$ cat src/hdl/sfa_pkg.sv
package sfa_pkg;

  localparam int MaxFreeBlocksDef = 32;
  localparam int MaxSegmentsDef   = 4;
  localparam int HeaderBytesDef   = 24;
  localparam int AddrBitsDef      = 32;
  localparam int Grain            = 8;
  localparam int MinRest          = 16;

  typedef enum logic [2:0] {
    REQ_INIT   = 3'd0,
    REQ_ALLOC  = 3'd1,
    REQ_FREE   = 3'd2,
    REQ_EXPAND = 3'd3,
    REQ_PEAK   = 3'd4
  } req_t;

  typedef enum logic [1:0] {
    ST_OK         = 2'd0,
    ST_INVALID    = 2'd1,
    ST_NO_SPACE   = 2'd2,
    ST_TABLE_FULL = 2'd3
  } status_t;

  typedef enum logic [4:0] {
    S_IDLE, S_DECODE, S_MAXF_RD, S_MAXF_EV, S_MAXF_CHK, S_FIT_RD, S_FIT_EV,
    S_NEXT_SEG, S_MRG_RD, S_MRG_EV, S_MRG_CHK, S_CMP_RD, S_CMP_EV, S_CMP_END,
    S_SHR_RD, S_SHR_EV, S_FINISH
  } state_t;

  typedef struct packed {
    logic    load_req;
    logic    do_init;
    logic    do_peak;
    logic    alloc_start;
    logic    seg_next;
    logic    scan_rst;
    logic    rd_i;
    logic    maxf_ev;
    logic    fit_ev;
    logic    merge_start;
    logic    merge_ev;
    logic    merge_commit;
    logic    cmp_start;
    logic    cmp_rd;
    logic    cmp_ev;
    logic    cmp_end;
    logic    shr_rd;
    logic    shr_ev;
    logic    push0;
    logic    out_load;
    logic    set_st;
    status_t st;
  } cmd_t;

  typedef struct packed {
    req_t req;
    logic addr_zero;
    logic len_zero;
    logic len_ok;
    logic ready;
    logic seg_empty;
    logic seg_full;
    logic i_end;
    logic j_end;
    logic j_zero;
    logic last_seg;
    logic maxf_short;
    logic fit_hit;
    logic table_full;
    logic push;
  } sts_t;

endpackage

$ cat src/hdl/sfa_ctrl.sv
module sfa_ctrl import sfa_pkg::*; (
  input  logic clk,
  input  logic rst_n,
  input  logic in_valid,
  output logic in_stall,
  output logic out_valid,
  input  logic out_stall,
  input  sts_t sts,
  output cmd_t cmd
);

  state_t state_r, state_nxt;
  logic   out_valid_r, out_valid_nxt;

  always_ff @(posedge clk) begin
    if (!rst_n) begin
      state_r     <= S_IDLE;
      out_valid_r <= 1'b0;
    end else begin
      state_r     <= state_nxt;
      out_valid_r <= out_valid_nxt;
    end
  end

  assign in_stall  = (state_r != S_IDLE);
  assign out_valid = out_valid_r;

  always_comb begin
    state_nxt     = state_r;
    cmd           = '0;
    cmd.st        = ST_OK;
    out_valid_nxt = out_valid_r && out_stall;
    unique case (state_r)
      S_IDLE: begin
        if (in_valid) begin
          cmd.load_req = 1'b1;
          state_nxt    = S_DECODE;
        end
      end
      S_DECODE: begin
        state_nxt = S_FINISH;
        unique case (sts.req)
          REQ_INIT: begin
            if (!sts.addr_zero && sts.len_ok) begin
              cmd.do_init = 1'b1;
              cmd.set_st  = 1'b1;
              cmd.st      = ST_OK;
            end
          end
          REQ_ALLOC: begin
            if (!sts.len_zero) begin
              cmd.set_st = 1'b1;
              cmd.st     = ST_NO_SPACE;
              if (sts.ready && !sts.seg_empty) begin
                cmd.alloc_start = 1'b1;
                state_nxt       = S_MAXF_RD;
              end
            end
          end
          REQ_FREE: begin
            if (!sts.addr_zero) begin
              cmd.merge_start = 1'b1;
              state_nxt       = S_MRG_RD;
            end
          end
          REQ_EXPAND: begin
            if (!sts.addr_zero && sts.len_ok) begin
              if (sts.seg_full) begin
                cmd.set_st = 1'b1;
                cmd.st     = ST_NO_SPACE;
              end else begin
                cmd.merge_start = 1'b1;
                state_nxt       = S_MRG_RD;
              end
            end
          end
          REQ_PEAK: begin
            cmd.do_peak = 1'b1;
            cmd.set_st  = 1'b1;
            cmd.st      = ST_OK;
          end
          default: ;
        endcase
      end
      S_MAXF_RD: begin
        if (sts.i_end) begin
          state_nxt = S_MAXF_CHK;
        end else begin
          cmd.rd_i  = 1'b1;
          state_nxt = S_MAXF_EV;
        end
      end
      S_MAXF_EV: begin
        cmd.maxf_ev = 1'b1;
        state_nxt   = S_MAXF_RD;
      end
      S_MAXF_CHK: begin
        if (sts.maxf_short) begin
          state_nxt = S_NEXT_SEG;
        end else begin
          cmd.scan_rst = 1'b1;
          state_nxt    = S_FIT_RD;
        end
      end
      S_FIT_RD: begin
        if (sts.i_end) begin
          state_nxt = S_NEXT_SEG;
        end else begin
          cmd.rd_i  = 1'b1;
          state_nxt = S_FIT_EV;
        end
      end
      S_FIT_EV: begin
        cmd.fit_ev = 1'b1;
        if (sts.fit_hit) begin
          cmd.set_st    = 1'b1;
          cmd.st        = ST_OK;
          cmd.cmp_start = 1'b1;
          state_nxt     = S_CMP_RD;
        end else begin
          state_nxt = S_FIT_RD;
        end
      end
      S_NEXT_SEG: begin
        if (sts.last_seg) begin
          state_nxt = S_FINISH;
        end else begin
          cmd.seg_next = 1'b1;
          state_nxt    = S_MAXF_RD;
        end
      end
      S_MRG_RD: begin
        if (sts.i_end) begin
          state_nxt = S_MRG_CHK;
        end else begin
          cmd.rd_i  = 1'b1;
          state_nxt = S_MRG_EV;
        end
      end
      S_MRG_EV: begin
        cmd.merge_ev = 1'b1;
        state_nxt    = S_MRG_RD;
      end
      S_MRG_CHK: begin
        cmd.set_st = 1'b1;
        if (sts.table_full) begin
          cmd.st    = ST_TABLE_FULL;
          state_nxt = S_FINISH;
        end else begin
          cmd.st           = ST_OK;
          cmd.merge_commit = 1'b1;
          cmd.cmp_start    = 1'b1;
          state_nxt        = S_CMP_RD;
        end
      end
      S_CMP_RD: begin
        if (sts.j_end) begin
          state_nxt = S_CMP_END;
        end else begin
          cmd.cmp_rd = 1'b1;
          state_nxt  = S_CMP_EV;
        end
      end
      S_CMP_EV: begin
        cmd.cmp_ev = 1'b1;
        state_nxt  = S_CMP_RD;
      end
      S_CMP_END: begin
        cmd.cmp_end = 1'b1;
        state_nxt   = sts.push ? S_SHR_RD : S_FINISH;
      end
      S_SHR_RD: begin
        if (sts.j_zero) begin
          cmd.push0 = 1'b1;
          state_nxt = S_FINISH;
        end else begin
          cmd.shr_rd = 1'b1;
          state_nxt  = S_SHR_EV;
        end
      end
      S_SHR_EV: begin
        cmd.shr_ev = 1'b1;
        state_nxt  = S_SHR_RD;
      end
      S_FINISH: begin
        if (!out_valid_r || !out_stall) begin
          cmd.out_load  = 1'b1;
          out_valid_nxt = 1'b1;
          state_nxt     = S_IDLE;
        end
      end
      default: state_nxt = S_IDLE;
    endcase
  end

endmodule

$ cat src/hdl/sfa_dp.sv
module sfa_dp import sfa_pkg::*; #(
  parameter int MAX_FREE_BLOCKS = MaxFreeBlocksDef,
  parameter int MAX_SEGMENTS    = MaxSegmentsDef,
  parameter int HEADER_BYTES    = HeaderBytesDef,
  parameter int ADDR_BITS       = AddrBitsDef
) (
  input  logic        clk,
  input  logic        rst_n,
  input  cmd_t        cmd,
  output sts_t        sts,
  input  logic [2:0]  in_req_type,
  input  logic [31:0] in_addr,
  input  logic [31:0] in_length,
  output logic [1:0]  out_status,
  output logic [31:0] out_block_addr,
  output logic [31:0] out_capacity,
  output logic [15:0] out_live_count,
  output logic [15:0] out_peak_count,
  output logic [31:0] out_total_bytes
);

  localparam int IDX_W  = $clog2(MAX_FREE_BLOCKS);
  localparam int CNT_W  = $clog2(MAX_FREE_BLOCKS + 1);
  localparam int SIDX_W = (MAX_SEGMENTS > 1) ? $clog2(MAX_SEGMENTS) : 1;
  localparam int SCNT_W = $clog2(MAX_SEGMENTS + 1);
  localparam int IW     = ((ADDR_BITS > 32) ? ADDR_BITS : 32) + 1;
  localparam logic [31:0] HDR32     = 32'(HEADER_BYTES);
  localparam logic [31:0] MIN_SPLIT = 32'(HEADER_BYTES + MinRest);
  localparam logic [32:0] GRAIN_M1  = 33'(Grain - 1);

  function automatic logic [ADDR_BITS-1:0] end_of(input logic [ADDR_BITS-1:0] a,
                                                  input logic [31:0] s);
    end_of = a + ADDR_BITS'(HEADER_BYTES) + ADDR_BITS'(s);
  endfunction

  // Free table memory with a registered read port.
  logic [ADDR_BITS-1:0] fa_mem_r [MAX_FREE_BLOCKS];
  logic [31:0]          fs_mem_r [MAX_FREE_BLOCKS];
  logic [ADDR_BITS-1:0] rd_a_r;
  logic [31:0]          rd_s_r;
  logic                 mem_we;
  logic [IDX_W-1:0]     mem_wa, mem_ra;
  logic [ADDR_BITS-1:0] mem_wd_a;
  logic [31:0]          mem_wd_s;

  logic [ADDR_BITS-1:0] seg_base_r [MAX_SEGMENTS];
  logic [31:0]          seg_len_r  [MAX_SEGMENTS];

  req_t                 req_r;
  logic [ADDR_BITS-1:0] addr_r, ma_r;
  logic [31:0]          len_r, ms_r, maxf_r;
  logic [CNT_W-1:0]     n_r, i_r, j_r, w_r, kn_r;
  logic [SCNT_W-1:0]    seg_n_r, k_r;
  logic [MAX_FREE_BLOCKS-1:0] kept_r;
  logic                 push_r, ready_r;
  logic [15:0]          live_r, peak_r;
  logic [31:0]          pool_r;
  status_t              res_st_r;
  logic [31:0]          res_addr_r, res_cap_r;

  logic [32:0]          want;
  logic                 in_seg, hit;
  logic [ADDR_BITS-1:0] kbase;
  logic [31:0]          klen;
  logic [CNT_W-1:0]     jm1;
  logic [SCNT_W-1:0]    at;
  logic [31:0]          rest;
  logic [15:0]          live_inc;
  logic [ADDR_BITS-1:0] end_rd, end_cur;

  assign want    = ({1'b0, len_r} + GRAIN_M1) & ~GRAIN_M1;
  assign kbase   = seg_base_r[k_r[SIDX_W-1:0]];
  assign klen    = seg_len_r[k_r[SIDX_W-1:0]];
  assign in_seg  = (IW'(rd_a_r) >= IW'(kbase)) && (IW'(rd_a_r) < IW'(kbase) + IW'(klen));
  assign hit     = in_seg && ({1'b0, rd_s_r} >= want);
  assign jm1     = j_r - CNT_W'(1);
  assign rest    = rd_s_r - want[31:0];
  assign live_inc = (live_r == 16'hFFFF) ? live_r : live_r + 16'd1;
  assign end_rd  = end_of(rd_a_r, rd_s_r);
  assign end_cur = end_of(ma_r, ms_r);

  // Sorted insert point: equal lengths go after the ones already there.
  always_comb begin
    at = '0;
    for (int s = 0; s < MAX_SEGMENTS; s++) begin
      if ((SCNT_W'(s) < seg_n_r) && !(len_r < seg_len_r[s])) at = at + SCNT_W'(1);
    end
  end

  always_comb begin
    mem_we   = 1'b0;
    mem_wa   = '0;
    mem_wd_a = rd_a_r;
    mem_wd_s = rd_s_r;
    if (cmd.do_init) begin
      mem_we   = 1'b1;
      mem_wd_a = addr_r;
      mem_wd_s = len_r - HDR32;
    end else if (cmd.cmp_ev && kept_r[j_r[IDX_W-1:0]]) begin
      mem_we = 1'b1;
      mem_wa = w_r[IDX_W-1:0];
    end else if (cmd.shr_ev) begin
      mem_we = 1'b1;
      mem_wa = j_r[IDX_W-1:0];
    end else if (cmd.push0) begin
      mem_we   = 1'b1;
      mem_wd_a = ma_r;
      mem_wd_s = ms_r;
    end
    if (cmd.cmp_rd)      mem_ra = j_r[IDX_W-1:0];
    else if (cmd.shr_rd) mem_ra = jm1[IDX_W-1:0];
    else                 mem_ra = i_r[IDX_W-1:0];
  end

  always_ff @(posedge clk) begin
    if (mem_we) begin
      fa_mem_r[mem_wa] <= mem_wd_a;
      fs_mem_r[mem_wa] <= mem_wd_s;
    end
    rd_a_r <= fa_mem_r[mem_ra];
    rd_s_r <= fs_mem_r[mem_ra];
  end

  always_ff @(posedge clk) begin
    if (!rst_n) begin
      n_r     <= '0;
      seg_n_r <= '0;
      live_r  <= '0;
      peak_r  <= '0;
      pool_r  <= '0;
      ready_r <= 1'b0;
    end else begin
      if (cmd.do_init) begin
        n_r     <= CNT_W'(1);
        seg_n_r <= SCNT_W'(1);
        live_r  <= '0;
        peak_r  <= '0;
        pool_r  <= len_r;
        ready_r <= 1'b1;
      end
      if (cmd.do_peak) peak_r <= live_r;
      if (cmd.fit_ev && hit) begin
        live_r <= live_inc;
        if (live_inc > peak_r) peak_r <= live_inc;
      end
      if (cmd.merge_commit) begin
        if (req_r == REQ_FREE && live_r != '0) live_r <= live_r - 16'd1;
        if (req_r == REQ_EXPAND) begin
          seg_n_r <= seg_n_r + SCNT_W'(1);
          pool_r  <= pool_r + len_r;
        end
      end
      if (cmd.cmp_end) n_r <= w_r;
      if (cmd.push0)   n_r <= n_r + CNT_W'(1);
    end
  end

  always_ff @(posedge clk) begin
    if (cmd.load_req) begin
      req_r      <= req_t'(in_req_type);
      addr_r     <= ADDR_BITS'(in_addr);
      len_r      <= in_length;
      res_st_r   <= ST_INVALID;
      res_addr_r <= '0;
      res_cap_r  <= '0;
    end
    if (cmd.set_st) res_st_r <= cmd.st;
    if (cmd.do_init) begin
      seg_base_r[0] <= addr_r;
      seg_len_r[0]  <= len_r;
    end
    if (cmd.merge_commit && req_r == REQ_EXPAND) begin
      for (int s = 0; s < MAX_SEGMENTS; s++) begin
        if (SCNT_W'(s) == at) begin
          seg_base_r[s] <= addr_r;
          seg_len_r[s]  <= len_r;
        end else if (s > 0 && SCNT_W'(s) > at && SCNT_W'(s) <= seg_n_r) begin
          seg_base_r[s] <= seg_base_r[s-1];
          seg_len_r[s]  <= seg_len_r[s-1];
        end
      end
    end
    if (cmd.alloc_start) begin
      k_r    <= '0;
      i_r    <= '0;
      maxf_r <= '0;
    end
    if (cmd.seg_next) begin
      k_r    <= k_r + SCNT_W'(1);
      i_r    <= '0;
      maxf_r <= '0;
    end
    if (cmd.scan_rst) i_r <= '0;
    if (cmd.maxf_ev) begin
      if (in_seg && rd_s_r > maxf_r) maxf_r <= rd_s_r;
      i_r <= i_r + CNT_W'(1);
    end
    if (cmd.fit_ev) begin
      if (hit) begin
        kept_r     <= ~({{(MAX_FREE_BLOCKS-1){1'b0}}, 1'b1} << i_r[IDX_W-1:0]);
        res_addr_r <= 32'(rd_a_r);
        if (rest >= MIN_SPLIT) begin
          push_r    <= 1'b1;
          ma_r      <= end_of(rd_a_r, want[31:0]);
          ms_r      <= rest - HDR32;
          res_cap_r <= want[31:0];
        end else begin
          push_r    <= 1'b0;
          res_cap_r <= rd_s_r;
        end
      end else begin
        i_r <= i_r + CNT_W'(1);
      end
    end
    if (cmd.merge_start) begin
      ma_r   <= addr_r;
      ms_r   <= (req_r == REQ_EXPAND) ? len_r - HDR32 : len_r;
      kept_r <= '0;
      kn_r   <= '0;
      i_r    <= '0;
      push_r <= 1'b1;
    end
    if (cmd.merge_ev) begin
      if (end_rd == ma_r) begin
        ms_r <= rd_s_r + HDR32 + ms_r;
        ma_r <= rd_a_r;
      end else if (end_cur == rd_a_r) begin
        ms_r <= ms_r + HDR32 + rd_s_r;
      end else begin
        kept_r[i_r[IDX_W-1:0]] <= 1'b1;
        kn_r <= kn_r + CNT_W'(1);
      end
      i_r <= i_r + CNT_W'(1);
    end
    if (cmd.cmp_start) begin
      j_r <= '0;
      w_r <= '0;
    end
    if (cmd.cmp_ev) begin
      if (kept_r[j_r[IDX_W-1:0]]) w_r <= w_r + CNT_W'(1);
      j_r <= j_r + CNT_W'(1);
    end
    if (cmd.cmp_end) j_r <= w_r;
    if (cmd.shr_ev)  j_r <= jm1;
    if (cmd.out_load) begin
      out_status      <= res_st_r;
      out_block_addr  <= res_addr_r;
      out_capacity    <= res_cap_r;
      out_live_count  <= live_r;
      out_peak_count  <= peak_r;
      out_total_bytes <= pool_r;
    end
  end

  always_comb begin
    sts            = '0;
    sts.req        = req_r;
    sts.addr_zero  = (addr_r == '0);
    sts.len_zero   = (len_r == '0);
    sts.len_ok     = (len_r >= MIN_SPLIT);
    sts.ready      = ready_r;
    sts.seg_empty  = (seg_n_r == '0);
    sts.seg_full   = (seg_n_r >= SCNT_W'(MAX_SEGMENTS));
    sts.i_end      = (i_r == n_r);
    sts.j_end      = (j_r == n_r);
    sts.j_zero     = (j_r == '0);
    sts.last_seg   = (k_r + SCNT_W'(1) >= seg_n_r);
    sts.maxf_short = (maxf_r < len_r);
    sts.fit_hit    = hit;
    sts.table_full = (kn_r >= CNT_W'(MAX_FREE_BLOCKS));
    sts.push       = push_r;
  end

endmodule

$ cat src/hdl/segmented_first_fit_allocator.sv
// First-fit pool allocator over up to MAX_SEGMENTS segments with a coalescing free
// table of MAX_FREE_BLOCKS entries. One request is handled at a time; in_stall is
// high from acceptance until the result is loaded into the output register. Init,
// peak reset and rejected requests go from decode straight to the finish state.
// Every pass over the free table reads and then evaluates each entry in turn because the
// table sits in a memory with one registered read port: alloc needs up to two passes per
// segment tried plus one compaction and, on a split, one shift pass; free and expand
// need a merge pass, a compaction pass and a shift pass. A stalled output register
// holds the last state until it drains. No clearing pass follows reset.
module segmented_first_fit_allocator import sfa_pkg::*; #(
  parameter int MAX_FREE_BLOCKS = MaxFreeBlocksDef,
  parameter int MAX_SEGMENTS    = MaxSegmentsDef,
  parameter int HEADER_BYTES    = HeaderBytesDef,
  parameter int ADDR_BITS       = AddrBitsDef
) (
  input  logic        clk,
  input  logic        rst_n,
  input  logic        in_valid,
  output logic        in_stall,
  input  logic [2:0]  in_req_type,
  input  logic [31:0] in_addr,
  input  logic [31:0] in_length,
  output logic        out_valid,
  input  logic        out_stall,
  output logic [1:0]  out_status,
  output logic [31:0] out_block_addr,
  output logic [31:0] out_capacity,
  output logic [15:0] out_live_count,
  output logic [15:0] out_peak_count,
  output logic [31:0] out_total_bytes
);

  cmd_t cmd;
  sts_t sts;

  sfa_ctrl u_ctrl (
    .clk       (clk),
    .rst_n     (rst_n),
    .in_valid  (in_valid),
    .in_stall  (in_stall),
    .out_valid (out_valid),
    .out_stall (out_stall),
    .sts       (sts),
    .cmd       (cmd)
  );

  sfa_dp #(
    .MAX_FREE_BLOCKS (MAX_FREE_BLOCKS),
    .MAX_SEGMENTS    (MAX_SEGMENTS),
    .HEADER_BYTES    (HEADER_BYTES),
    .ADDR_BITS       (ADDR_BITS)
  ) u_dp (
    .clk             (clk),
    .rst_n           (rst_n),
    .cmd             (cmd),
    .sts             (sts),
    .in_req_type     (in_req_type),
    .in_addr         (in_addr),
    .in_length       (in_length),
    .out_status      (out_status),
    .out_block_addr  (out_block_addr),
    .out_capacity    (out_capacity),
    .out_live_count  (out_live_count),
    .out_peak_count  (out_peak_count),
    .out_total_bytes (out_total_bytes)
  );

endmodule
$ cat config.mk
export PLATFORM = sky130hd
export DESIGN_NAME = segmented_first_fit_allocator
export DESIGN_NICKNAME = d
export VERILOG_FILES = /design/src/hdl/sfa_pkg.sv /design/src/hdl/sfa_ctrl.sv /design/src/hdl/sfa_dp.sv /design/src/hdl/segmented_first_fit_allocator.sv
export SDC_FILE = /design/constraint.sdc
export NUM_CORES = 2
export LEC_CHECK = 0
export BUFFER_PORTS_ARGS = -buffer_cell sky130_fd_sc_hd__buf_2
export CORE_ASPECT_RATIO = 0.7
export CORE_MARGIN = 3
export CORE_UTILIZATION = 57
export DETAILED_ROUTE_END_ITERATION = 16
export GPL_TIMING_DRIVEN = 0
export PLACE_DENSITY = 0.79
export SYNTH_ARGS = -nofsm -noshare
export SYNTH_HDL_FRONTEND = slang
export SYNTH_SLANG_ARGS = --single-unit
$ cat constraint.sdc
create_clock -name clk -period 10.3 [get_ports clk]
set_input_delay 1.545 -clock clk [delete_from_list [all_inputs] [get_ports clk]]
set_output_delay 1.545 -clock clk [all_outputs]
set_load 0.05 [all_outputs]
==> reports/results.ini <==
[placement]
gpl_congestion = 1.06
detailedPlacementHpwl_mm = 362
minimum_setup_slack_after_placement_ns = -1.93
post_dp_cell_area_sq_um = 144000
placement.io_buffers = 202

[final_layout]
finalCoreUtilization_pct = 65.1
fillCellCount = 16054
postLayoutCellArea_sq_um = 154000
finish.net_count = 10652
drive_above_1_share_pct = 17.9
leading_cell_type_in_the_layout_fill_and_taps_excluded = sky130_fd_sc_hd__edfxtp_1
most-common-layout-cells = sky130_fd_sc_hd__edfxtp_1, sky130_fd_sc_hd__mux4_2, sky130_fd_sc_hd__ha_1
layout-area-overhead-vs-synth_pct = 13.4

[synthesis]
synth_enable_flop_cells = 2512
ys_seq_area_share_pct = 61.0
ys_ff_latch = 2869
yosys_most_used_dff = sky130_fd_sc_hd__edfxtp_1
synth_cells = 9368
syn_area_per_cell_sq_um = 14.5
post-synth-top-area-cell = sky130_fd_sc_hd__edfxtp_1
biggest_area_contributors_in_the_synthesized_netlist = sky130_fd_sc_hd__edfxtp_1, sky130_fd_sc_hd__mux4_2, sky130_fd_sc_hd__dfxtp_1
mappedNetlistArea_sq_um = 135000
synth_top_cell_area_share_pct = 55.7
mappedNetlistNets = 10004
postSynth.asyncResetShare_pct = 0
synth.yosys.warnings = 0
synth_cell_types = 105

[cts]
worst_setup_hold_path_clk_slew_ns = 0.06
cts_h_tree_lvls = 5
hold_buffers = 0
cts_root_buffer = sky130_fd_sc_hd__clkbuf_16
tritoncts.num_buffers = 276
insertion_delay_ns = 0.89
tritoncts = done
cts_buffer_depth = 4
cts.sinks = 2869

[drt]
average_wire_per_cell_in_the_routed_design_microns = 38.2
number_of_nets_with_antenna_violations_after_detailed_routing = 0
drt_first_iter_violations = 16421
wl_mm = 512
route.detailed.vias_per_inst = 7.11
vias = 95544
drt_first_pass_iters = 10
detail_route.drc_violations = 0

[floorplan]
floorplan.die.width_microns = 589
die-height_microns = 414
floorplan.initialDensity_pct = 57.4
floorplan.io_pins = 203
core_area_sq_um = 236000
die-area_sq_um = 243000
floorplan.rows = 149

[power]
power_leakage_nw = 55.7
p_total_mw = 44.2
power.ir.vdd_worst_mv = 0.261
power-per-cell-area_nw_per_um2 = 288

[sta]
final_setup_vio_count = 0
pnr_worst_setup_slack_ns = 0.0858
slew_viol_final = 61
timing_worst_slew_pin_value_ns = 1.70
final_hold_slack_ns = 0.435
timing_hold_violations_final = 0
unrepaired_setup_endpoints_after_global_routing = false
worst_clock_skew_ns = 0.0748
slew-limit-headroom_pct = -13.7
fin_crit_sh_pct = 99.2
final_worst_path_period_need_ns = 10.21
achievable-frequency_mhz = 97.9

[grt]
pin_count_of_the_biggest_net_entering_global_routing = 65
initial_antenna_violation_count = 43
grt_remaining_overflow = 0
grt_first_pass_wirelength_mm = 704
via_count_of_the_first_global_routing_pass = 90302
globalRouteTotalUtil_pct = 41.5

[setup_path]
timing.setup.critical_path_class = reg2reg
endpoint_arrival_time_on_the_critical_path_ns = 10.94
crit_path_top_delay_cell = sky130_fd_sc_hd__clkbuf_1
critPathMostFrequentCell = sky130_fd_sc_hd__nand4_1
path_max_fanout = 10
path_cells = clkbuf_1 -> nand4_1 -> or2_2 -> nor4_2 -> nand4_1 -> nor2_1 -> xnor2_1 -> ha_1 -> xnor2_1 -> a211oi_1 -> or4_1 -> nor3_1 -> nand4_1 -> nor4_1 -> nand4_1 -> a2111o_1 -> nor2_2 -> clkbuf_1 -> o21ai_0 -> o221a_2
start_kind = flop
critical-path-max-stage-delay_ns = 0.89
end_kind = flop
cp.required_ns = 11.02

[worst_hold_path]
worstHoldPathType = reg2reg

[status]
violated_checks = max-capacitance violations, max-slew violations
status = finished, violations left

[flow_run]
cap_violations = 11

Yosys cell counts, types with 21 or more instances:
cell and n:
sky130_fd_sc_hd__a211oi_1 45, sky130_fd_sc_hd__a21o_1 181, sky130_fd_sc_hd__a21oi_1 427, sky130_fd_sc_hd__a311oi_1 31, sky130_fd_sc_hd__a31oi_1 35, sky130_fd_sc_hd__and2_1 38
sky130_fd_sc_hd__and3_1 58, sky130_fd_sc_hd__buf_1 99, sky130_fd_sc_hd__clkbuf_1 348, sky130_fd_sc_hd__dfxtp_1 357, sky130_fd_sc_hd__edfxtp_1 2512, sky130_fd_sc_hd__ha_1 558
sky130_fd_sc_hd__inv_1 401, sky130_fd_sc_hd__mux2_2 233, sky130_fd_sc_hd__mux2i_1 330, sky130_fd_sc_hd__mux4_2 586, sky130_fd_sc_hd__nand2_1 480, sky130_fd_sc_hd__nand2b_1 82
sky130_fd_sc_hd__nand3_1 204, sky130_fd_sc_hd__nand4_1 90, sky130_fd_sc_hd__nor2_1 442, sky130_fd_sc_hd__nor2b_1 74, sky130_fd_sc_hd__nor3_1 126, sky130_fd_sc_hd__nor4_1 53
sky130_fd_sc_hd__o211ai_1 111, sky130_fd_sc_hd__o21a_1 54, sky130_fd_sc_hd__o21ai_0 461, sky130_fd_sc_hd__o21bai_1 21, sky130_fd_sc_hd__o221ai_1 24, sky130_fd_sc_hd__o22ai_1 74
sky130_fd_sc_hd__o31ai_1 43, sky130_fd_sc_hd__or2_2 28, sky130_fd_sc_hd__or3_1 33, sky130_fd_sc_hd__xnor2_1 278, sky130_fd_sc_hd__xor2_1 88
routing by layer:
layer	routed length [microns]	share of wire [%]	track usage, %	vias up
li1	-	-	-	37887
met1	200000	39	60.3	47925
met2	205000	40	55.8	8425
met3	84100	16	16.8	1283
met4	21900	4.3	15.0	24
met5	1190	0.23	2.28	-
stage by stage:
stage          instances  setup TNS (ns)
2_1_floorplan       9368               0
3_3_place_gp       12741        -3456.57
3_5_place_dp       12908         -226.06
4_1_cts            13396               0
5_1_grt            13401               0
6_report           13430               0
where the power goes:
part           internal (mW)  total [mW]  switching (mW)
Sequential              14.4        16.2            1.83
Clock                   5.86        10.4            4.56
Combinational           6.26        17.6            11.3
final cells by class:
type | instances | area, sq um | share of cell area [%]
clock buffers | 367 | 7660 | 4.99
plain buffers | 464 | 1860 | 1.21
diodes | 35 | 87.6 | 0.0570
repair buffers | 373 | 4430 | 2.89
flip-flops and latches | 2869 | 82600 | 53.8
well taps | 3171 | 3970 | 2.58
clock inverters | 119 | 1310 | 0.851
inverters | 420 | 1580 | 1.03
multi-input cells | 5612 | 50100 | 32.6
sequential cells by signal, summed over array words and instances, names as in the netlist, 128 cells and up, named ones only:
register and count:
u_dp.seg_len_r 128, u_dp.fs_mem_r 1024, u_dp.seg_base_r 128, u_dp.fa_mem_r 1024
repair_timing:
action,4_1_cts,5_1_grt
endpoints found under the setup margin,216,199
gates resized for setup,13,23
setup buffers,3,0
endpoints found under the hold margin,0,0
kinds of logic after synthesis:
kind of cell	synth area share (%)
AO/OA/AOI/OAI	8.26
XOR/XNOR	2.38
adder cells (fa/ha/maj)	5.31
buffers and inverters	2.50
flip-flops	61.0
multiplexers	14.1
AND/OR/NAND/NOR	6.42
final timing paths:
kind | start | cells past startpoint | to | slack, ns
setup reg to reg | u_dp.rd_a_r[5] | 20 | u_dp.ma_r[2] | 0.09
hold reg to reg | u_dp.res_cap_r[12] | 0 | u_dp.out_capacity[12] | 0.44
hold / removal | u_dp.res_cap_r[12] | 0 | u_dp.out_capacity[12] | 0.44
setup / recovery | u_dp.rd_a_r[5] | 20 | u_dp.ma_r[2] | 0.09
worst max-delay path, delay by kind of cell, from the launching register on:
kind / cells / cell delay (ns)
AND/OR/NAND/NOR: 11 / 5.29
buffers and inverters: 2 / 1.47
AO/OA/AOI/OAI: 4 / 1.39
flip-flops: 1 / 0.77
XOR/XNOR: 2 / 0.77
adder cells (fa/ha/maj): 1 / 0.34
Power figures use the tool's default switching activity.
